File: src/rtl/sii_pkg.sv
`timescale 1ns / 1ps
`default_nettype none

package sii_pkg;

  // Defaults for the top-level parameters
  localparam int NUM_HARTS_DEF   = 4;
  localparam int QUEUE_DEPTH_DEF = 8;

  // Field widths
  localparam int MODE_W         = 2;
  localparam int WDATA_W        = 32;
  localparam int TICKS_W        = 32;
  localparam int COUNT_W        = 12;
  localparam int KIND_W         = 3;
  localparam int HART_W         = 5;
  localparam int KINDS_PER_HART = 6;
  localparam int LINES_OUT_W    = 24;

  // Field positions inside wdata
  localparam int SCH_COUNT_LSB = 0;
  localparam int SCH_KIND_LSB  = 12;
  localparam int SCH_HART_LSB  = 15;
  localparam int CLR_KIND_LSB  = 0;
  localparam int CLR_HART_LSB  = 3;

  // Operation codes
  localparam logic [MODE_W-1:0] MODE_MASK  = 2'd0;
  localparam logic [MODE_W-1:0] MODE_SCHED = 2'd1;
  localparam logic [MODE_W-1:0] MODE_CLEAR = 2'd2;
  localparam logic [MODE_W-1:0] MODE_TICK  = 2'd3;

  typedef struct packed {
    logic [MODE_W-1:0]  mode;
    logic [WDATA_W-1:0] wdata;
    logic [TICKS_W-1:0] ticks;
  } in_t;

  typedef struct packed {
    logic [LINES_OUT_W-1:0] irq_lines;
    logic                   dropped;
  } out_t;

  // Control broadcast along one hart's row of slot cells
  typedef struct packed {
    logic               step;     // item accepted this cycle
    logic               adv;      // run the countdown advance
    logic               en;       // hart enabled (mask after this beat)
    logic               ins_req;  // valid schedule aimed at this hart
    logic [TICKS_W-1:0] elapsed;
    logic [KIND_W-1:0]  kind;
    logic [COUNT_W-1:0] count;
  } cell_ctrl_t;

  // One-hot of a kind; all zero for the two unused kind codes
  function automatic logic [KINDS_PER_HART-1:0] kind_onehot(input logic [KIND_W-1:0] kind);
    logic [KINDS_PER_HART-1:0] v;
    v = '0;
    for (int k = 0; k < KINDS_PER_HART; k++) begin
      if (kind == KIND_W'(k)) begin
        v[k] = 1'b1;
      end
    end
    return v;
  endfunction

endpackage

`default_nettype wire

File: src/rtl/scheduled_interrupt_injector.sv
`timescale 1ns / 1ps
`default_nettype none

// Flow: a beat taken on start raises busy, and busy in turn raises the result strobe;
// the result is taken at the edge that ends the strobe cycle.
// No new beat is taken while busy is high; the accept cycle updates every slot cell of
// every hart row at once, the busy cycle folds the fired kinds into the line register.
// The result receiver cannot stall; busy is high only in the cycle after a beat is taken.
// Reset (synchronous, rst_n low) clears the mask, all slot valid bits and lines.
module scheduled_interrupt_injector #(
  parameter int NUM_HARTS   = sii_pkg::NUM_HARTS_DEF,
  parameter int QUEUE_DEPTH = sii_pkg::QUEUE_DEPTH_DEF
) (
  input  wire logic          clk,
  input  wire logic          rst_n,
  input  wire logic          start,
  output logic               busy,
  input  wire sii_pkg::in_t  in_data,
  output logic               out_strobe,
  output sii_pkg::out_t      out_data
);

  localparam int KPH = sii_pkg::KINDS_PER_HART;

  logic                          accept;
  logic                          phase_r;
  logic                          strobe_r;
  sii_pkg::out_t                 out_r;
  logic                          drop_r, drop_nxt;
  logic [NUM_HARTS-1:0]          mask_r, mask_nxt;
  logic [sii_pkg::KIND_W-1:0]    sch_kind, clr_kind;
  logic [sii_pkg::HART_W-1:0]    sch_hart, clr_hart;
  logic [sii_pkg::COUNT_W-1:0]   sch_count;
  logic [sii_pkg::TICKS_W-1:0]   elapsed;
  logic                          kind_ok, hart_ok, full_sel, fire_any;
  logic [KPH-1:0]                clr_oh;
  logic [KPH-1:0]                line_r   [NUM_HARTS];
  logic [KPH-1:0]                line_nxt [NUM_HARTS];
  sii_pkg::cell_ctrl_t           lane_ctrl [NUM_HARTS];
  logic                          full [NUM_HARTS];
  logic [KPH-1:0]                fire [NUM_HARTS];
  logic [sii_pkg::LINES_OUT_W-1:0] irq;

  assign accept     = start & ~phase_r;
  assign busy       = phase_r;
  assign out_strobe = strobe_r;
  assign out_data   = out_r;

  // Field decode
  assign sch_count = in_data.wdata[sii_pkg::SCH_COUNT_LSB +: sii_pkg::COUNT_W];
  assign sch_kind  = in_data.wdata[sii_pkg::SCH_KIND_LSB +: sii_pkg::KIND_W];
  assign sch_hart  = in_data.wdata[sii_pkg::SCH_HART_LSB +: sii_pkg::HART_W];
  assign clr_kind  = in_data.wdata[sii_pkg::CLR_KIND_LSB +: sii_pkg::KIND_W];
  assign clr_hart  = in_data.wdata[sii_pkg::CLR_HART_LSB +: sii_pkg::HART_W];
  assign clr_oh    = sii_pkg::kind_onehot(clr_kind);
  assign kind_ok   = sch_kind < sii_pkg::KIND_W'(KPH);
  assign hart_ok   = sch_hart < sii_pkg::HART_W'(NUM_HARTS);
  assign elapsed   = (in_data.mode == sii_pkg::MODE_TICK) ? in_data.ticks : '0;
  assign mask_nxt  = (in_data.mode == sii_pkg::MODE_MASK) ?
                     in_data.wdata[NUM_HARTS-1:0] : mask_r;

  // Hart rows
  for (genvar h = 0; h < NUM_HARTS; h++) begin : g_hart
    always_comb begin
      lane_ctrl[h].step    = accept;
      lane_ctrl[h].adv     = in_data.mode != sii_pkg::MODE_CLEAR;
      lane_ctrl[h].en      = mask_nxt[h];
      lane_ctrl[h].ins_req = (in_data.mode == sii_pkg::MODE_SCHED) && kind_ok &&
                             (sch_hart == sii_pkg::HART_W'(h));
      lane_ctrl[h].elapsed = elapsed;
      lane_ctrl[h].kind    = sch_kind;
      lane_ctrl[h].count   = sch_count;
    end

    sii_lane #(
      .QUEUE_DEPTH (QUEUE_DEPTH)
    ) u_lane (
      .clk   (clk),
      .rst_n (rst_n),
      .ctrl  (lane_ctrl[h]),
      .full  (full[h]),
      .fire  (fire[h])
    );
  end

  // Refusal: bad kind, absent hart or full row
  always_comb begin
    full_sel = 1'b0;
    fire_any = 1'b0;
    for (int h = 0; h < NUM_HARTS; h++) begin
      if (sch_hart == sii_pkg::HART_W'(h)) begin
        full_sel = full_sel | full[h];
      end
      fire_any = fire_any | (|fire[h]);
    end
    drop_nxt = (in_data.mode == sii_pkg::MODE_SCHED) && (!kind_ok || !hart_ok || full_sel);
  end

  // Line register: clear on the accept cycle, fired kinds on the busy cycle
  always_comb begin
    for (int h = 0; h < NUM_HARTS; h++) begin
      line_nxt[h] = line_r[h];
      if (accept && (in_data.mode == sii_pkg::MODE_CLEAR) &&
          (clr_hart == sii_pkg::HART_W'(h))) begin
        line_nxt[h] = line_nxt[h] & ~clr_oh;
      end
      if (phase_r) begin
        line_nxt[h] = line_nxt[h] | fire[h];
      end
    end
  end

  // Visible lines: first four harts only
  for (genvar i = 0; i < sii_pkg::LINES_OUT_W; i++) begin : g_irq
    localparam int HI = i / KPH;
    localparam int KI = i % KPH;
    if (HI < NUM_HARTS) begin : g_on
      assign irq[i] = line_nxt[HI][KI];
    end else begin : g_off
      assign irq[i] = 1'b0;
    end
  end

  // Control registers
  always_ff @(posedge clk) begin
    if (!rst_n) begin
      phase_r  <= 1'b0;
      strobe_r <= 1'b0;
      mask_r   <= '0;
      for (int h = 0; h < NUM_HARTS; h++) begin
        line_r[h] <= '0;
      end
    end else begin
      phase_r  <= accept;
      strobe_r <= phase_r;
      if (accept) begin
        mask_r <= mask_nxt;
      end
      for (int h = 0; h < NUM_HARTS; h++) begin
        line_r[h] <= line_nxt[h];
      end
    end
  end

  // Result beat payload
  always_ff @(posedge clk) begin
    if (accept) begin
      drop_r <= drop_nxt;
    end
    if (phase_r) begin
      out_r.irq_lines <= irq;
      out_r.dropped   <= drop_r;
    end
  end

  // Checks
  a_strobe_after_busy: assert property (@(posedge clk) disable iff (!rst_n)
    strobe_r |-> $past(phase_r))
    else $error("result strobe without a preceding busy cycle");

  a_busy_one_cycle: assert property (@(posedge clk) disable iff (!rst_n)
    phase_r |=> !phase_r)
    else $error("busy held for more than one cycle");

  a_drop_only_sched: assert property (@(posedge clk) disable iff (!rst_n)
    (accept && (in_data.mode != sii_pkg::MODE_SCHED)) |=> !drop_r)
    else $error("refusal flagged for a non-schedule beat");

  a_no_fire_on_clear: assert property (@(posedge clk) disable iff (!rst_n)
    (accept && (in_data.mode == sii_pkg::MODE_CLEAR)) |=> !fire_any)
    else $error("slot fired on a clear beat");

endmodule

`default_nettype wire

File: src/rtl/sii_cell.sv
`timescale 1ns / 1ps
`default_nettype none

// One pending slot: valid, kind and countdown
module sii_cell (
  input  wire logic                                clk,
  input  wire logic                                rst_n,
  input  wire sii_pkg::cell_ctrl_t                 ctrl,
  input  wire logic                                free_in,
  input  wire logic [sii_pkg::KINDS_PER_HART-1:0]  fire_in,
  output logic                                     free_out,
  output logic [sii_pkg::KINDS_PER_HART-1:0]       fire_out
);

  logic                               valid_r, valid_nxt;
  logic [sii_pkg::KIND_W-1:0]         kind_r, kind_nxt;
  logic [sii_pkg::COUNT_W-1:0]        cnt_r, cnt_nxt;
  logic [sii_pkg::KINDS_PER_HART-1:0] fire_r, fire_nxt;
  logic                               ins;
  logic                               v1;
  logic [sii_pkg::KIND_W-1:0]         k1;
  logic [sii_pkg::COUNT_W-1:0]        c1;
  logic                               due;

  // First free cell of the row takes the insert
  assign ins      = ctrl.ins_req & ~valid_r & ~free_in;
  assign free_out = free_in | ~valid_r;
  assign fire_out = fire_in | fire_r;

  assign v1 = valid_r | ins;
  assign k1 = ins ? ctrl.kind : kind_r;
  assign c1 = ins ? ctrl.count : cnt_r;

  // Countdown has run out when it does not exceed the elapsed time
  assign due = (ctrl.elapsed[sii_pkg::TICKS_W-1:sii_pkg::COUNT_W] != '0) ||
               (c1 <= ctrl.elapsed[sii_pkg::COUNT_W-1:0]);

  always_comb begin
    valid_nxt = v1;
    kind_nxt  = k1;
    cnt_nxt   = c1;
    fire_nxt  = '0;
    if (ctrl.adv && v1) begin
      if (!ctrl.en) begin
        valid_nxt = 1'b0;
      end else if (due) begin
        valid_nxt = 1'b0;
        fire_nxt  = sii_pkg::kind_onehot(k1);
      end else begin
        cnt_nxt = c1 - ctrl.elapsed[sii_pkg::COUNT_W-1:0];
      end
    end
  end

  always_ff @(posedge clk) begin
    if (!rst_n) begin
      valid_r <= 1'b0;
      fire_r  <= '0;
    end else if (ctrl.step) begin
      valid_r <= valid_nxt;
      fire_r  <= fire_nxt;
    end
  end

  always_ff @(posedge clk) begin
    if (ctrl.step) begin
      kind_r <= kind_nxt;
      cnt_r  <= cnt_nxt;
    end
  end

endmodule

`default_nettype wire

File: src/rtl/sii_lane.sv
`timescale 1ns / 1ps
`default_nettype none

// Row of slot cells for one hart
module sii_lane #(
  parameter int QUEUE_DEPTH = sii_pkg::QUEUE_DEPTH_DEF
) (
  input  wire logic                                clk,
  input  wire logic                                rst_n,
  input  wire sii_pkg::cell_ctrl_t                 ctrl,
  output logic                                     full,
  output logic [sii_pkg::KINDS_PER_HART-1:0]       fire
);

  logic                               free_c [QUEUE_DEPTH+1];
  logic [sii_pkg::KINDS_PER_HART-1:0] fire_c [QUEUE_DEPTH+1];

  assign free_c[0] = 1'b0;
  assign fire_c[0] = '0;

  for (genvar s = 0; s < QUEUE_DEPTH; s++) begin : g_cell
    sii_cell u_cell (
      .clk      (clk),
      .rst_n    (rst_n),
      .ctrl     (ctrl),
      .free_in  (free_c[s]),
      .fire_in  (fire_c[s]),
      .free_out (free_c[s+1]),
      .fire_out (fire_c[s+1])
    );
  end

  assign full = ~free_c[QUEUE_DEPTH];
  assign fire = fire_c[QUEUE_DEPTH];

endmodule

`default_nettype wire
File: config.mk
export PLATFORM = sky130hd
export DESIGN_NAME = scheduled_interrupt_injector
export DESIGN_NICKNAME = d
export VERILOG_FILES = /design/src/rtl/sii_pkg.sv /design/src/rtl/scheduled_interrupt_injector.sv /design/src/rtl/sii_cell.sv /design/src/rtl/sii_lane.sv
export SDC_FILE = /design/constraint.sdc
export NUM_CORES = 2
export LEC_CHECK = 0
export BUFFER_PORTS_ARGS = -buffer_cell sky130_fd_sc_hd__buf_2
export CAP_MARGIN = 20
export CORE_AREA = 2 2 348 350
export CTS_CLUSTER_DIAMETER = 100
export DETAILED_ROUTE_END_ITERATION = 12
export DIE_AREA = 0 0 350 352
export GPL_TIMING_DRIVEN = 0
export MAX_ROUTING_LAYER = met4
export SETUP_SLACK_MARGIN = 0.05
export SLEW_MARGIN = 30
export SYNTH_ARGS = -nofsm -noshare
export SYNTH_HDL_FRONTEND = slang
export SYNTH_SLANG_ARGS = --single-unit
File: constraint.sdc
create_clock -name clk -period 24.6 [get_ports clk]
set_clock_uncertainty 0.15 [all_clocks]
set_input_delay 4.92 -clock clk [delete_from_list [all_inputs] [get_ports clk]]
set_output_delay 4.92 -clock clk [all_outputs]
set_load 0.005 [all_outputs]
# After elaboration in Yosys (flattened, before gate mapping)
# Memories as Yosys holds them, arrays and structs flattened.
# Cells that the tools add are included.
totals:
  regBits: 736
  ramBits: 24
  in_bits: 69
  output_inout_bits: 27
  wordCells: 1288
  mem_count: 1
op_classes:
  n_addsub: 32
  magnitude_cmp: 34
  eq_ne: 175
  muxes: 570
  bitwise: 226
  reduce_logical: 116
memory_table:
  columns: ["memory", "words", "word_bits", "read_ports", "rd_clocked_by_memory_dff", "write_ports", "line_no", "source"]
  rows:
  - ["line_r", 4, 6, 4, 0, 4, "scheduled_interrupt_injector.sv:37", "logic [KPH-1:0] line_r [NUM_HARTS];"]
op_table:
  columns: ["cell", "count"]
  rows:
  - ["2-to-1 mux 12 bit", 128]
  - ["2-to-1 mux 6 bit", 108]
  - ["<= comparator 12 bit", 32]
  - ["subtractor 12 bit", 32]
  - ["2-to-1 mux 1 bit", 300]
  - ["== test 3 x 2 -> 1 bit, second input constant", 66]
  - ["== test 3 bit, second input constant", 66]
  - ["bitwise OR 6 bit", 32]
  - ["== test 3 x 1 -> 1 bit, second input constant", 33]
  - ["zero test 3 bit", 33]
  - ["2-to-1 mux 3 bit", 32]
  - ["bitwise OR 1 bit", 67]
  - ["bitwise AND 1 bit", 61]
  - ["inverter 1 bit", 61]
  - ["logical AND 1 bit", 43]
  - ["logical OR 1 bit", 34]
  - ["2-to-1 mux 32 bit", 1]
  - ["bitwise AND 6 bit", 4]
  - ["== test 5 x 2 -> 1 bit, second input constant", 4]
  - ["nonzero test 20 bit", 1]
  - ["== test 5 x 1 -> 1 bit, second input constant", 2]
  - ["zero test 5 bit", 2]
  - ["inverter 6 bit", 1]
  - ["< comparator 5 x 3 -> 1 bit, second input constant", 1]
  - ["7 further kinds", 9]

# Depth between registers and ports, before layout
logic_depth:
  ltp_word: 18
  ltp_mapped: 21
  depth_no_buf: 15

# Cells and area by module
# Synthesis repeated with hierarchy kept, for this count alone.
unflattened:
  hier_cells: 6520
  area_unflattened_um2: 61968.2
modules_own_cells:
  columns: ["module", "n_inst", "cells_per_inst", "area_per_inst_um2", "seq_area_each_um2"]
  rows:
  - ["sii_cell (g_hart[0].u_lane.g_cell[7].u_cell ...)", 13, 191, 1823.0, 590.6]
  - ["sii_cell (g_hart[2].u_lane.g_cell[4].u_cell ...)", 12, 198, 1870.5, 590.6]
  - ["sii_cell (g_hart[0].u_lane.g_cell[1].u_cell ...)", 6, 202, 1866.8, 590.6]
  - ["scheduled_interrupt_injector", 1, 251, 2786.4, 1381.3]
  - ["sii_cell (g_hart[0].u_lane.g_cell[0].u_cell)", 1, 190, 1805.5, 590.6]
  - ["sii_lane", 4, 2, 7.5, 0.0]

# Worst setup path after synthesis
# No wires, ideal clock.
synth_timing:
  kind: "in2reg"
  startpoint: "input port start"
  endpoint: "register drop_r (enable)"
  setup_ns: 1.033
  arrival_time_ns: 18.525
  required_time_ns: 23.417
  setup_slack_ns: 4.892
  path_stages: 4
  path_buffers: 2
  cell_sequence: "nand2b_1 inv_1 clkbuf_1 clkbuf_1"
synth_between:
  elab_chain_len: 1
synth_lines:
  columns: ["item", "line_no", "source"]
  rows:
  - ["from (decl)", "scheduled_interrupt_injector.sv:16", "input wire logic start,"]
  - ["bitwise AND 1 bit", "scheduled_interrupt_injector.sv:44", "assign accept = start & ~phase_r;"]
  - ["via accept", "scheduled_interrupt_injector.sv:25", "logic accept;"]
  - ["to (signal assigned)", "scheduled_interrupt_injector.sv:148", "drop_r <= drop_nxt;"]
  - ["to (decl)", "scheduled_interrupt_injector.sv:29", "logic drop_r, drop_nxt;"]
# The timed path passes the listed nets, and every way through them passes these cells.
# A chain may end at the register's enable or synchronous reset.

# Worst setup path after layout
layout_timing:
  startpoint: "input port in_data[51] (netlist name)"
  endpoint: "register g_hart[1].u_lane.g_cell[7].u_cell.cnt_r[2] (netlist name), data pin"
layout_between:
  elab_chain_len: 10
  word_cells_on_any_way: 13
  classes_between: "add/sub (1); order compare (1); eq/ne (1); mux (4); bitwise (3); reduce/logical (3)"
layout_lines:
  columns: ["item", "line_no", "source"]
  rows:
  - ["from (decl)", "scheduled_interrupt_injector.sv:18", "input wire sii_pkg::in_t in_data,"]
  - ["== test 5 x 1 -> 1 bit (*)", "scheduled_interrupt_injector.sv:69", "(sch_hart == sii_pkg::HART_W'(h));"]
  - ["logical AND 1 bit (*)", "scheduled_interrupt_injector.sv:68", "lane_ctrl[h].ins_req = (in_data.mode == sii_pkg::MODE_SCHED) && kind_ok &&"]
  - ["bitwise AND 1 bit (*) (2 in a row)", "sii_cell.sv:26", "assign ins = ctrl.ins_req & ~valid_r & ~free_in;"]
  - ["2-to-1 mux 12 bit", "sii_cell.sv:32", "assign c1 = ins ? ctrl.count : cnt_r;"]
  - ["<= comparator 12 bit", "sii_cell.sv:36", "(c1 <= ctrl.elapsed[sii_pkg::COUNT_W-1:0]);"]
  - ["logical OR 1 bit", "sii_cell.sv:35", "assign due = (ctrl.elapsed[sii_pkg::TICKS_W-1:sii_pkg::COUNT_W] != '0) ||"]
  - ["2-to-1 mux 12 bit", "sii_cell.sv:46", "end else if (due) begin"]
  - ["2-to-1 mux 12 bit", "sii_cell.sv:44", "if (!ctrl.en) begin"]
  - ["2-to-1 mux 12 bit (*)", "sii_cell.sv:43", "if (ctrl.adv && v1) begin"]
  - ["via g_hart[1].u_lane.g_cell[7].u_cell.cnt_nxt (one bit)", "sii_cell.sv:17", "logic [sii_pkg::COUNT_W-1:0] cnt_r, cnt_nxt;"]
  - ["to (signal assigned)", "sii_cell.sv:68", "cnt_r <= cnt_nxt;"]
  - ["to (decl)", "sii_cell.sv:17", null]
# The timed path passes the listed nets; every way through them passes the cells marked *.

==> reports/metrics.cfg <==
[logic_synthesis]
synth_nets = 5810
ys_async_sr_fraction = 0
syn_inst = 5325
ys_seq_area_frac = 0.379
yosysUniqueCellTypes = 94
yosys-top-cells-area = edfxtp_1 28%, mux2_2 12%, dfxtp_1 9.5%
synthAdderAreaFrac = 0.102
synthMuxAreaShare = 0.146
synth.most_common_cell = mux2_2
synth_compound_area_frac = 0.164
synth-seq-cells = 760
syn_avg_cell_area_sq_um = 10.0
yosys.area_share.xor_xnor = 0.0468
synth_ff_type = edfxtp_1
synth_enable_flop_cells = 506
netlist_area_sq_mm = 0.0535
ys_warn_count = 0
synth_top_family_by_area = compound AO/OA/AOI/OAI gates
netlist.area_leader.share = 0.284
synth.top_cells.by_count = 586 x mux2_2, 506 x edfxtp_1, 466 x a21oi_1
yosys.area.top_type = edfxtp_1
yosys.area_share.simple = 0.131

[die]
start_util = 0.448
die_y_microns = 352
core_area_sq_mm = 0.119
die_area_sq_mm = 0.123
rows = 127
io_pins = 96
die_x_microns = 350

[clock_tree]
postCtsSetupBuffers = 0
clk_pin_slew_ps = 60
clock_path_buffers = 3
ctsResizeCount = 0
worstSkewPairLatency_ps = 710
cts_max_level = 3
numCtsBuffers = 91
postCtsHoldBufs = 0
cts.sinks = 760
cts_tree = done
cts-root-buf = clkbuf_16

[layout]
drive_gt1_frac = 0.194
fin_cells = 7247
fillers = 11000
finalInstanceArea_sq_mm = 0.0606
fin_util = 0.508
fin_nets = 6033
area_growth_pct = 13.3

[critical_path]
path_class = in2reg
cp-start-kind = primary input
endpoint_kind = flip-flop
crit_fanout = 10
required_ps = 24870
arrival_ps = 11400

[min_path]
hp-class = reg2reg

[sta]
period_share = 0.453
setup_viol = 0
grt_setup_unrepaired = false
period_needed_ps = 11130
report.final.slew_viol_count = 0
max_freq_mhz = 89.8
slew_headroom = 0.216
holdWs_ps = 272
finalHoldViolations = 0
worst_pin_slew_ps = 1180

[global_route]
overflow = 0
antenna_found_initial = 21
grt_pass1_vias = 42000
gr-usage-all-layers = 0.321
grt_start_max_net_pins = 45
grt_pass1_wl_microns = 284000

[routing]
routedWlPerCell_microns = 27.2
vias_per_cell = 6.22
wl_met2_microns = 85700
first_pass_iters = 6
met3_length_microns = 17700
drt_wl_total_microns = 197000
route.detailed.drc = 0
num_vias = 45100
wl_met1_microns = 84900
routed.top_layer = met4
ant_nets = 0
first_iter_violations = 4837

[place]
port_buffers = 80
gp_congestion = 1.04
placed_area_sq_mm = 0.0574
dp_hpwl_microns = 145000
dp_cells = 7067

[pwr]
p_total_w = 0.00363
ir_drop_uv = 53.6
powerDensity_mw_per_mm2 = 59.9
p_leak_nw = 22.3

[run_status]
status = complete, no violations

[flow_run]
max_cap_viol_count = 0

## per-layer routing
layer | vias up | track usage
li1 | 20600 | -
met1 | 22200 | 0.435
met2 | 1947 | 0.474
met3 | 397 | 0.0517
met4 | 0 | 0.138
met5 | - | -
## critical path, stage by stage
cell and delay (ps):
buf_2 110, nor3_2 590, nand3_1 400, buf_2 380, nor4b_1 300, clkbuf_1 640, clkbuf_1 670, mux2i_1 210
ha_1 280, fa_1 460, nand2b_1 180, a211oi_1 300, nor4_1 100, nor3_1 580, nand3b_1 570, clkbuf_1 440
nand2_1 140, o21ai_0 90
## flip-flops by register name, indices dropped and copies added, names as in the netlist
register	flops
busy	1
drop_r	1
g_hart.u_lane.g_cell.u_cell.cnt_r	384
g_hart.u_lane.g_cell.u_cell.fire_r	192
g_hart.u_lane.g_cell.u_cell.kind_r	96
g_hart.u_lane.g_cell.u_cell.valid_r	32
line_r	24
mask_r	4
out_data	25
out_strobe	1
## area by class of cell
type	count	area [sq um]	share of cell area
multi-input combinational	4159	31800	0.525
clock inverter	57	679	0.0112
antenna	9	22.5	0.000371
inverter	178	668	0.0110
tap	1612	2020	0.0333
clock buffer	114	2520	0.0416
buffer	228	1050	0.0173
timing repair buffer	130	1560	0.0258
sequential	760	20300	0.335
## report_power, final
part	switching [W]	internal (W)	leakage [nW]
Sequential	0.0000153	0.00142	6.91
Combinational	0.000443	0.000287	13.8
Clock	0.000614	0.000852	1.58
## per-stage QoR
step / setup slack [ps] / TNS, ps
floorplan: 4890 / 0
global placement: -8530 / -1937500
detailed placement: 12560 / 0
CTS: 13270 / 0
global route: 13070 / 0
finish: 13470 / 0
## layout by cell type (no fill, tap or decap), types with 178 or more instances in the layout
cell type  Yosys  routed
nand2_1      318     307
nor2_1       414     408
dfxtp_1      254     253
mux2_2       586     586
a21oi_1      466     466
o21ai_0      271     268
edfxtp_1     506     506
xnor2_1      222     222
ha_1         384     384
inv_1        178     178
## worst paths after layout
path                                                                 from                                          to  slack, ps  cells after the start
worst max-delay path                                          in_data[51]  g_hart[1].u_lane.g_cell[7].u_cell.cnt_r[2]      13470                     18
worst min-delay path                                               drop_r                                 out_data[0]        270                      0
worst max register to register  g_hart[0].u_lane.g_cell[0].u_cell.valid_r  g_hart[0].u_lane.g_cell[7].u_cell.cnt_r[8]      17510                     18
worst min register to register                                     drop_r                                 out_data[0]        270                      0
## cells by family after synthesis
group / count (synthesis)
compound gates: 1364
fa+ha+maj: 416
flops: 760
simple gates: 1384
buf+inv: 406
mux: 709
xor+xnor: 286
No activity file was read; power rests on OpenSTA's default activity.
